$ cat src/design/sdlps_pkg.sv
// Shared types and constants for the switch debounce and LED PWM scan core.
package sdlps_pkg;

  // Fixed field widths
  localparam int unsigned SwitchW   = 32;
  localparam int unsigned LedCount  = 32;
  localparam int unsigned LedNumW   = 5;
  localparam int unsigned LedLevelW = 8;
  localparam int unsigned PwmW      = 7;
  localparam int unsigned SampReqW  = 4;
  localparam int unsigned CfgIdxW   = 2;
  localparam int unsigned CfgDataW  = 32;
  localparam int unsigned InDataW   = 48;
  localparam int unsigned OutDataW  = 168;

  // PWM counter wraps to zero after a scan that used this value
  localparam logic [PwmW-1:0] PwmTop = 7'd127;

  // Reset value of the sample count register
  localparam logic [SampReqW-1:0] SampReqReset = 4'd4;

  // Item kinds carried in tuser
  typedef enum logic {
    OpScan   = 1'b0,
    OpSetLed = 1'b1
  } op_e;

  // Configuration register indexes
  typedef enum logic [CfgIdxW-1:0] {
    CfgSamplesRequired = 2'd0,
    CfgForcedOnLeds    = 2'd1
  } cfg_idx_e;

  // One scan result; packs into tdata with led_bits in the lowest bits
  typedef struct packed {
    logic [LedNumW-1:0] first_changed_index;
    logic               any_released;
    logic               any_pressed;
    logic               any_changed;
    logic [SwitchW-1:0] released_bits;
    logic [SwitchW-1:0] pressed_bits;
    logic [SwitchW-1:0] changed_bits;
    logic [SwitchW-1:0] debounced_bits;
    logic [SwitchW-1:0] led_bits;
  } result_t;

endpackage

$ cat src/design/sdlps_out_buf.sv
// Output register with skid stage for scan results.
module sdlps_out_buf
  import sdlps_pkg::*;
(
  input  logic    clk_i,
  input  logic    rst_ni,
  input  logic    push_i,
  input  result_t result_i,
  output logic    space_o,
  output logic    m_valid_o,
  input  logic    m_ready_i,
  output result_t m_data_o
);

  logic    out_valid_q, out_valid_d;
  logic    skid_valid_q, skid_valid_d;
  result_t out_q, out_d;
  result_t skid_q, skid_d;
  logic    pop;

  assign pop = out_valid_q & m_ready_i;

  // Next state of the two stages; push only arrives while the skid is empty
  always_comb begin
    out_valid_d  = out_valid_q;
    skid_valid_d = skid_valid_q;
    out_d        = out_q;
    skid_d       = skid_q;
    if (pop) begin
      if (skid_valid_q) begin
        out_d        = skid_q;
        skid_valid_d = 1'b0;
      end else if (push_i) begin
        out_d = result_i;
      end else begin
        out_valid_d = 1'b0;
      end
    end else if (push_i) begin
      if (!out_valid_q) begin
        out_d       = result_i;
        out_valid_d = 1'b1;
      end else begin
        skid_d       = result_i;
        skid_valid_d = 1'b1;
      end
    end
  end

  // Control flags
  always_ff @(posedge clk_i or negedge rst_ni) begin
    if (!rst_ni) begin
      out_valid_q  <= 1'b0;
      skid_valid_q <= 1'b0;
    end else begin
      out_valid_q  <= out_valid_d;
      skid_valid_q <= skid_valid_d;
    end
  end

  // Payload
  always_ff @(posedge clk_i) begin
    out_q  <= out_d;
    skid_q <= skid_d;
  end

  assign space_o   = ~skid_valid_q;
  assign m_valid_o = out_valid_q;
  assign m_data_o  = out_q;

endmodule

$ cat src/design/switch_debounce_led_pwm_scan_core.sv
// Throughput: one transaction per cycle while the skid stage is empty; the
// history AND, PWM compares and change encoder all sit in one pass between
// state and the output register, or the skid stage when the output is held.
// A set_led transaction updates one level and gives no result.
// Reset (rst_ni low, asynchronous) clears history, slot, debounced vector,
// PWM counter and LED levels, sets the sample count to 4 and forced LEDs to 0.
module switch_debounce_led_pwm_scan_core
  import sdlps_pkg::*;
#(
  parameter int unsigned REGISTER_COUNT = 4,
  parameter int unsigned MAX_HISTORY    = 8
) (
  input  logic                clk_i,
  input  logic                rst_ni,
  // tdata: switch_bits[31:0], led_number[36:32], led_level[44:37], zero pad
  input  logic [InDataW-1:0]  s_axis_tdata,
  // tuser: operation
  input  logic                s_axis_tuser,
  input  logic                s_axis_tvalid,
  output logic                s_axis_tready,
  // tdata: led_bits, debounced_bits, changed_bits, pressed_bits, released_bits
  // (32 each), any_changed, any_pressed, any_released, first_changed_index[167:163]
  output logic [OutDataW-1:0] m_axis_tdata,
  output logic                m_axis_tvalid,
  input  logic                m_axis_tready,
  input  logic                cfg_valid_i,
  output logic                cfg_ready_o,
  input  logic [CfgIdxW-1:0]  cfg_index_i,
  input  logic [CfgDataW-1:0] cfg_data_i
);

  localparam int unsigned SlotW = $clog2(MAX_HISTORY);
  localparam int unsigned CntW  = $clog2(MAX_HISTORY + 1);
  localparam logic [63:0] MaskWide = (64'd1 << (8 * REGISTER_COUNT)) - 64'd1;
  localparam logic [SwitchW-1:0] ActiveMask = MaskWide[SwitchW-1:0];

  logic [SampReqW-1:0]  samp_req_q;
  logic [SwitchW-1:0]   forced_q;
  logic [SwitchW-1:0]   hist_q [MAX_HISTORY];
  logic [SlotW-1:0]     slot_q, slot_d;
  logic [SwitchW-1:0]   deb_q;
  logic [PwmW-1:0]      pwm_q, pwm_d;
  logic [LedLevelW-1:0] level_q [LedCount];

  logic                 accept, scan_acc, set_acc;
  logic                 space;
  logic [SwitchW-1:0]   sample;
  logic [LedNumW-1:0]   led_num;
  logic [LedLevelW-1:0] led_lvl;
  logic [CntW-1:0]      eff_cnt;
  logic [PwmW-1:0]      pwm_cnt;
  logic [SwitchW-1:0]   pwm_leds;
  logic [SwitchW-1:0]   deb;
  logic [SwitchW-1:0]   changed;
  logic [LedNumW-1:0]   first_idx;
  result_t              res;
  result_t              out_res;

  // Input unpacking
  assign sample  = s_axis_tdata[31:0] & ActiveMask;
  assign led_num = s_axis_tdata[36:32];
  assign led_lvl = s_axis_tdata[44:37];

  assign accept   = s_axis_tvalid & s_axis_tready;
  assign scan_acc = accept & (op_e'(s_axis_tuser) == OpScan);
  assign set_acc  = accept & (op_e'(s_axis_tuser) == OpSetLed);

  // Configuration registers, always writable
  assign cfg_ready_o = 1'b1;

  always_ff @(posedge clk_i or negedge rst_ni) begin
    if (!rst_ni) begin
      samp_req_q <= SampReqReset;
      forced_q   <= '0;
    end else if (cfg_valid_i) begin
      unique case (cfg_idx_e'(cfg_index_i))
        CfgSamplesRequired: samp_req_q <= cfg_data_i[SampReqW-1:0];
        CfgForcedOnLeds:    forced_q   <= cfg_data_i;
        default: ;
      endcase
    end
  end

  // Sample count clamped to 1..MAX_HISTORY; compare at full width
  always_comb begin
    if (samp_req_q == '0) begin
      eff_cnt = CntW'(1);
    end else if (32'(samp_req_q) > MAX_HISTORY) begin
      eff_cnt = CntW'(MAX_HISTORY);
    end else begin
      eff_cnt = CntW'(samp_req_q);
    end
  end

  // PWM: advance first, then compare every LED level
  assign pwm_cnt = pwm_q + PwmW'(1);
  assign pwm_d   = (pwm_cnt == PwmTop) ? '0 : pwm_cnt;

  always_comb begin
    for (int i = 0; i < LedCount; i++) begin
      pwm_leds[i] = {1'b0, pwm_cnt} < level_q[i];
    end
  end

  // Debounce: AND over the first entries, with the new sample in its slot
  always_comb begin
    deb = '1;
    for (int i = 0; i < MAX_HISTORY; i++) begin
      if (CntW'(i) < eff_cnt) begin
        deb = deb & ((slot_q == SlotW'(i)) ? sample : hist_q[i]);
      end
    end
    deb = deb & ActiveMask;
  end

  assign slot_d  = ((CntW'(slot_q) + CntW'(1)) >= eff_cnt) ? '0 : SlotW'(slot_q + SlotW'(1));
  assign changed = deb ^ deb_q;

  // Lowest changed index, zero when nothing changed
  always_comb begin
    first_idx = '0;
    for (int i = SwitchW - 1; i >= 0; i--) begin
      if (changed[i]) begin
        first_idx = LedNumW'(i);
      end
    end
  end

  // Result assembly
  always_comb begin
    res.led_bits            = (pwm_leds | forced_q) & ActiveMask;
    res.debounced_bits      = deb;
    res.changed_bits        = changed;
    res.pressed_bits        = changed & deb;
    res.released_bits       = changed & ~deb;
    res.any_changed         = |changed;
    res.any_pressed         = |(changed & deb);
    res.any_released        = |(changed & ~deb);
    res.first_changed_index = first_idx;
  end

  // Scan state
  always_ff @(posedge clk_i or negedge rst_ni) begin
    if (!rst_ni) begin
      slot_q <= '0;
      deb_q  <= '0;
      pwm_q  <= '0;
      for (int i = 0; i < MAX_HISTORY; i++) begin
        hist_q[i] <= '0;
      end
    end else if (scan_acc) begin
      slot_q <= slot_d;
      deb_q  <= deb;
      pwm_q  <= pwm_d;
      for (int i = 0; i < MAX_HISTORY; i++) begin
        if (slot_q == SlotW'(i)) begin
          hist_q[i] <= sample;
        end
      end
    end
  end

  // LED levels; LEDs beyond the fitted registers are ignored
  always_ff @(posedge clk_i or negedge rst_ni) begin
    if (!rst_ni) begin
      for (int i = 0; i < LedCount; i++) begin
        level_q[i] <= '0;
      end
    end else if (set_acc && ActiveMask[led_num]) begin
      level_q[led_num] <= led_lvl;
    end
  end

  // Output register and skid stage
  sdlps_out_buf u_out_buf (
    .clk_i     (clk_i),
    .rst_ni    (rst_ni),
    .push_i    (scan_acc),
    .result_i  (res),
    .space_o   (space),
    .m_valid_o (m_axis_tvalid),
    .m_ready_i (m_axis_tready),
    .m_data_o  (out_res)
  );

  assign s_axis_tready = space;
  assign m_axis_tdata  = out_res;

endmodule

$ cat config.mk
export PLATFORM = sky130hd
export DESIGN_NAME = switch_debounce_led_pwm_scan_core
export DESIGN_NICKNAME = d
export VERILOG_FILES = /design/src/design/sdlps_pkg.sv /design/src/design/sdlps_out_buf.sv /design/src/design/switch_debounce_led_pwm_scan_core.sv
export SDC_FILE = /design/constraint.sdc
export NUM_CORES = 2
export LEC_CHECK = 0
export ABC_AREA = 1
export BUFFER_PORTS_ARGS = -buffer_cell sky130_fd_sc_hd__buf_2
export CORE_MARGIN = 4
export CORE_UTILIZATION = 55
export CTS_CLUSTER_SIZE = 8
export DETAILED_ROUTE_END_ITERATION = 6
export PLACE_DENSITY = 0.8
export SLEW_MARGIN = 25
export SYNTH_ARGS = -nofsm -noshare
export SYNTH_HDL_FRONTEND = slang
export SYNTH_HIERARCHICAL = 1
export SYNTH_SLANG_ARGS = --single-unit
$ cat constraint.sdc
create_clock -name clk_i -period 11 [get_ports clk_i]
set_input_delay 2.2 -clock clk_i [delete_from_list [all_inputs] [get_ports clk_i]]
set_output_delay 2.2 -clock clk_i [all_outputs]
set_load 0.01 [all_outputs]
### Yosys cells after proc, flatten, opt, wreduce, memory -nomap -nowiden

Memories as Yosys holds them, arrays and structs flattened.
Index checks and enable logic that the tools add are counted.

| operators by class | value |
|---|---|
| reduce and logical (&&, ||, !) cells | 17 |
| muxes and demuxes | 68 |
| equality and inequality tests | 12 |
| add/subtract/negate cells | 3 |
| bitwise gates (word level) | 20 |
| magnitude comparators | 45 |

Operators by type and width:

| kind | number |
|---|---|
| 2-to-1 mux 168 bit | 5 |
| 2-to-1 mux 32 bit | 16 |
| AND 32 bit | 9 |
| bitwise mux 256 bit | 1 |
| < comparator 7 x 8 -> 1 bit | 32 |
| 2-to-1 mux 5 bit | 32 |
| OR reduction 32 bit | 3 |
| demux 8 bit (select 5 bit) | 1 |
| NOT 32 bit | 1 |
| OR 32 bit | 1 |
| XOR 32 bit | 1 |
| < comparator 3 x 4 -> 1 bit, first input constant | 4 |
| == test 3 bit, second input constant | 4 |
| AND reduction 3 bit | 3 |
| < comparator 1 x 4 -> 1 bit, first input constant | 2 |
| < comparator 2 x 4 -> 1 bit, first input constant | 2 |
| 2-to-1 mux 1 bit | 8 |
| 2-to-1 mux 4 bit | 2 |
| 2-to-1 mux 8 bit | 1 |
| adder 7 x 1 -> 7 bit, second input constant | 1 |
| == test 7 bit, second input constant | 1 |
| 2-to-1 mux 7 bit | 1 |
| == test 3 x 2 -> 1 bit, second input constant | 2 |
| >= comparator 6 bit, second input constant | 1 |
| 19 further kinds | 31 |

| storage, ports and cells | value |
|---|---|
| bits in read-only memories | 32 |
| flip-flop bits (word level) | 928 |
| input port bits | 88 |
| word-level logic and storage cells | 231 |
| memories kept | 1 |

Memory list:

| memory | words | bits a word | read ports | clocked after memory_dff | write ports | RTL line | text |
|---|---|---|---|---|---|---|---|
| (no name shown) | 32 | 1 | 1 | 0 | 0 | switch_debounce_led_pwm_scan_core.sv:169 | `end else if (set_acc && ActiveMask[led_num]) begin` |

### Longest topological paths before layout

| logic depth | value |
|---|---|
| depth after elaboration | 55 |
| mapped depth | 47 |

### By module

Netlist, hierarchy kept.

By module, submodules not included:

| module | cells an instance | times used | seq. area each (sq um) | area each (sq um) |
|---|---|---|---|---|
| switch_debounce_led_pwm_scan_core | 3,903 | 1 | 14,765.4 | 31,695.4 |
| sdlps_out_buf | 933 | 1 | 10,139.7 | 12,959.9 |

### Least setup slack after synthesis

No wires, ideal clock.

| path | value |
|---|---|
| path type | in2reg |
| start point | in s_axis_tvalid |
| end point | reg u_out_buf/skid_q[0] (netlist name), enable pin |
| data arrival time | 10.248 ns |
| stages on the path | 6 |
| path buffers | 2 |
| data required time | 10.302 ns |
| library setup time | 0.698 ns |
| slack | 0.054 ns |
| cell sequence | nand2_1 nor2_1 clkbuf_1 clkbuf_1 inv_1 nor2_1 |

| on the way | value |
|---|---|
| longest elaborated chain between the ends | 3 |

Ends and longest elaborated chain:

| item | RTL line | text |
|---|---|---|
| start, declared | switch_debounce_led_pwm_scan_core.sv:19 | `input logic s_axis_tvalid,` |
| AND 1 bit | switch_debounce_led_pwm_scan_core.sv:64 | `assign accept = s_axis_tvalid & s_axis_tready;` |
| AND 1 bit | switch_debounce_led_pwm_scan_core.sv:65 | `assign scan_acc = accept & (op_e'(s_axis_tuser) == OpScan);` |
| net scan_acc | switch_debounce_led_pwm_scan_core.sv:45 | `logic accept, scan_acc, set_acc;` |
| AND reduction 3 bit (no source line) | n/a |  |
| end signal, assigned | sdlps_out_buf.sv:63 | `skid_q <= skid_d;` |
| end, declared | sdlps_out_buf.sv:18 | `result_t skid_q, skid_d;` |

The timed path passes the listed nets, and every way through them passes these cells.
A chain may end at the register's enable or synchronous reset.

==> flow_summary.yaml <==
routing:
  vias_per_cell: 5.81
  drt-pass1-iter-count: 7
  ant_nets: 0
  route.detailed.drc: 1
  via_count: 35600
  wirelength_mm: 120
  drt_iter0_markers: 3773
  wl_per_cell_um: 19.5
global_routing:
  grt_antenna_before_repair: 4
  grt_max_degree: 193
  grt_pass1_vias: 34500
  grt_overflow_total: 0
  grt_use_total_pct: 27.4
  grt_pass1_wl_mm: 187
synthesis:
  synth_seq_cells: 928
  syn_area_per_cell_um2: 9.23
  syn_nets: 5193
  synth_fa_ha_area_share_pct: 7.54
  yosys_warnings: 6
  ys_seq_area_share_pct: 55.8
  synth_top_family_by_area: "simple AND/OR/NAND/NOR gates"
  post_synth_mux_area_share_pct: 0.706
  syn_area_um2: 44700
  yosys.area_share.simple_pct: 15.6
  synthFlopType: "dfrtp_1"
  synth-compound-area-share_pct: 13.8
  syn_inst: 4836
  synth_edf_count: 336
  ys_types: 40
  synth_xor_area_share_pct: 0.0981
  synthArstFlopShare_pct: 63.8
clock_network:
  clk_latency_ns: 0.72
  cts_tree: "done"
  cts_buffers: 133
  path_clk_slew_ns: 0.05
  clock-sinks: 928
  root_buffer: "clkbuf_16"
  cts_setup_buffers: 0
  ctsResizeCount: 0
  postCtsHoldBufs: 0
  htreeDepth: 4
  cts_max_path_buffers: 3
pwr:
  peakVddDrop_uv: 198
  p_leak_uw: 0.0230
  cellPowerDensity_nw_per_um2: 258
floorplan:
  start_util_pct: 55.4
  num_io_pins: 259
  core.rowCount: 104
  die-width_um: 293
  fp.coreArea_um2: 80500
  die_h_um: 293
  die_area_um2: 85800
timing:
  relSlewSlack_pct: 28.6
  min_period_ns: 5.60
  hold_viol_final: 0
  finalSetupViolCount: 0
  setup-tns-final_ns: 0
  slew_viol_final: 0
  rsz0062_at_grt: "no"
  fmaxAchievable_ghz: 0.179
  clock-skew-final_ns: 0.0348
  fin_crit_sh_pct: 50.9
  tightest_slew_ns: 1.06
  layout_setup_ws_ns: 5.40
layout:
  nets: 5355
  final_common_cell: "nand2_1"
  syn_to_final_growth_pct: 13.0
  layout.cells.most_common_list: "nand2_1 (1232), o21ai_0 (670), dfrtp_1 (588), inv_1 (433), edfxtp_1 (336)"
  drive_above_1_share_pct: 10.2
  stdcell_count: 6128
  final_core_util_pct: 62.6
flow_run:
  cap_viol_max_count: 0
place:
  placed_cells: 5919
  place_congestion: 0.845
  dp_slack_ns: 4.94
  port_buffers: 254
  post-dp-hpwl_mm: 71.7
setup_path:
  cp_slowest_cell: "buf_4"
  worst_setup_path_start_kind: "flip-flop"
  max_stage_delay_ns: 0.58
  crit_fanout: 40
  critPathKind: "flip-flop to flip-flop"
  crit_path_frequent_cell: "nand2_1"
  cp-end-kind: "flip-flop"
  r2r-end: "u_out_buf/m_data_o[163]"
  cp.arrival_ns: 6.07
  worstSetupEndpoint: "u_out_buf/m_data_o[163]"
  crit_start: "slot_q[0]"
  reg2reg_depth: 45
  required_ns: 11.47
  rr_startpoint: "slot_q[0]"
  ff2ff_setup_slack_ns: 5.40
worst_hold_path:
  hp-class: "flip-flop to flip-flop"
outcome:
  status: "finished with violations"
  violations: "design-rule violations"
-- kinds of logic (layout without fill, tap and decap cells) --
kind of cell | count (synthesis) | after routing
compound gates | 1186 | 1186
flops | 928 | 928
xor+xnor | 5 | 5
fa+ha+maj | 269 | 269
other cells | 1 | 5
buf+inv | 720 | 948
simple gates | 1699 | 1699
mux | 28 | 28
-- critical path, delay by kind of cell (launching register included) --
family,cells,cell delay (ns)
compound gates,8,1.16
fa+ha+maj,2,0.56
buf+inv,3,0.91
flops,1,0.41
simple gates,32,2.28
-- synth_stat cells, types with 30 or more instances --
cell type | instances | area, µm²
o21ai_0 | 670 | 3350
a21oi_1 | 322 | 1610
nand3_1 | 30 | 150
nor2_1 | 215 | 807
edfxtp_1 | 336 | 10100
buf_2 | 72 | 360
nand2_1 | 1234 | 4630
nand4_1 | 177 | 1110
dfrtp_1 | 591 | 14800
o21ai_1 | 122 | 611
clkbuf_1 | 184 | 691
ha_1 | 269 | 3370
inv_1 | 440 | 1650
-- state kept, by name, summed over array words and instances (netlist names) --
name                    cells
pwm_q                       7
u_out_buf/m_data_o        168
samp_req_q                  4
u_out_buf/skid_q          168
forced_q                   32
u_out_buf/skid_valid_q      1
level_q                   256
u_out_buf/m_valid_o         1
slot_q                      3
deb_q                      32
hist_q                    256
-- how the worst min path moves through the flow --
stage          startpoint          to  slack (ns)  cells after the start
2_1_floorplan  hist_q[64]  hist_q[64]        0.45                      2
3_3_place_gp   hist_q[95]  hist_q[95]        0.46                      2
3_5_place_dp   hist_q[71]  hist_q[71]        0.47                      2
4_1_cts        hist_q[84]  hist_q[84]        0.48                      2
5_1_grt        hist_q[66]  hist_q[66]        0.49                      2
6_report       hist_q[94]  hist_q[94]        0.48                      2
-- where the power goes --
part | internal (µW) | leakage [µW] | switching, µW
Clock | 2240 | 0.00184 | 1540
Sequential | 4550 | 0.0110 | 473
Combinational | 1430 | 0.0101 | 2800
-- per-stage QoR --
stage / power, µW / area, µm² / hold WS [ns]
finish: 13000 / 50500 / 0.477
floorplan: 7890 / 44700 / 0.449
detailed placement: 9190 / 46500 / 0.466
CTS: 13000 / 50400 / 0.479
global placement: 8960 / 46500 / 0.461
global route: 13900 / 50500 / 0.490
-- cell type report --
class                      count  area [µm²]
multi-input combinational   3188       16900
tap                         1060        1330
timing repair buffer         304        1770
clock inverter                15         323
sequential                   928       24900
fill                        6398       30100
clock buffer                 186        3530
antenna                        4        10.0
inverter                     443        1680
-- routing by layer --
layer | part of all wire (%) | track usage, % | up-vias
met4 | 4.1 | 11.8 | 0
met3 | 9.3 | 5.93 | 284
li1 | - | - | 16600
met5 | 0 | 0 | -
met2 | 47 | 44.3 | 1625
met1 | 39 | 36.0 | 17100
(Power assumes the default switching activity.)
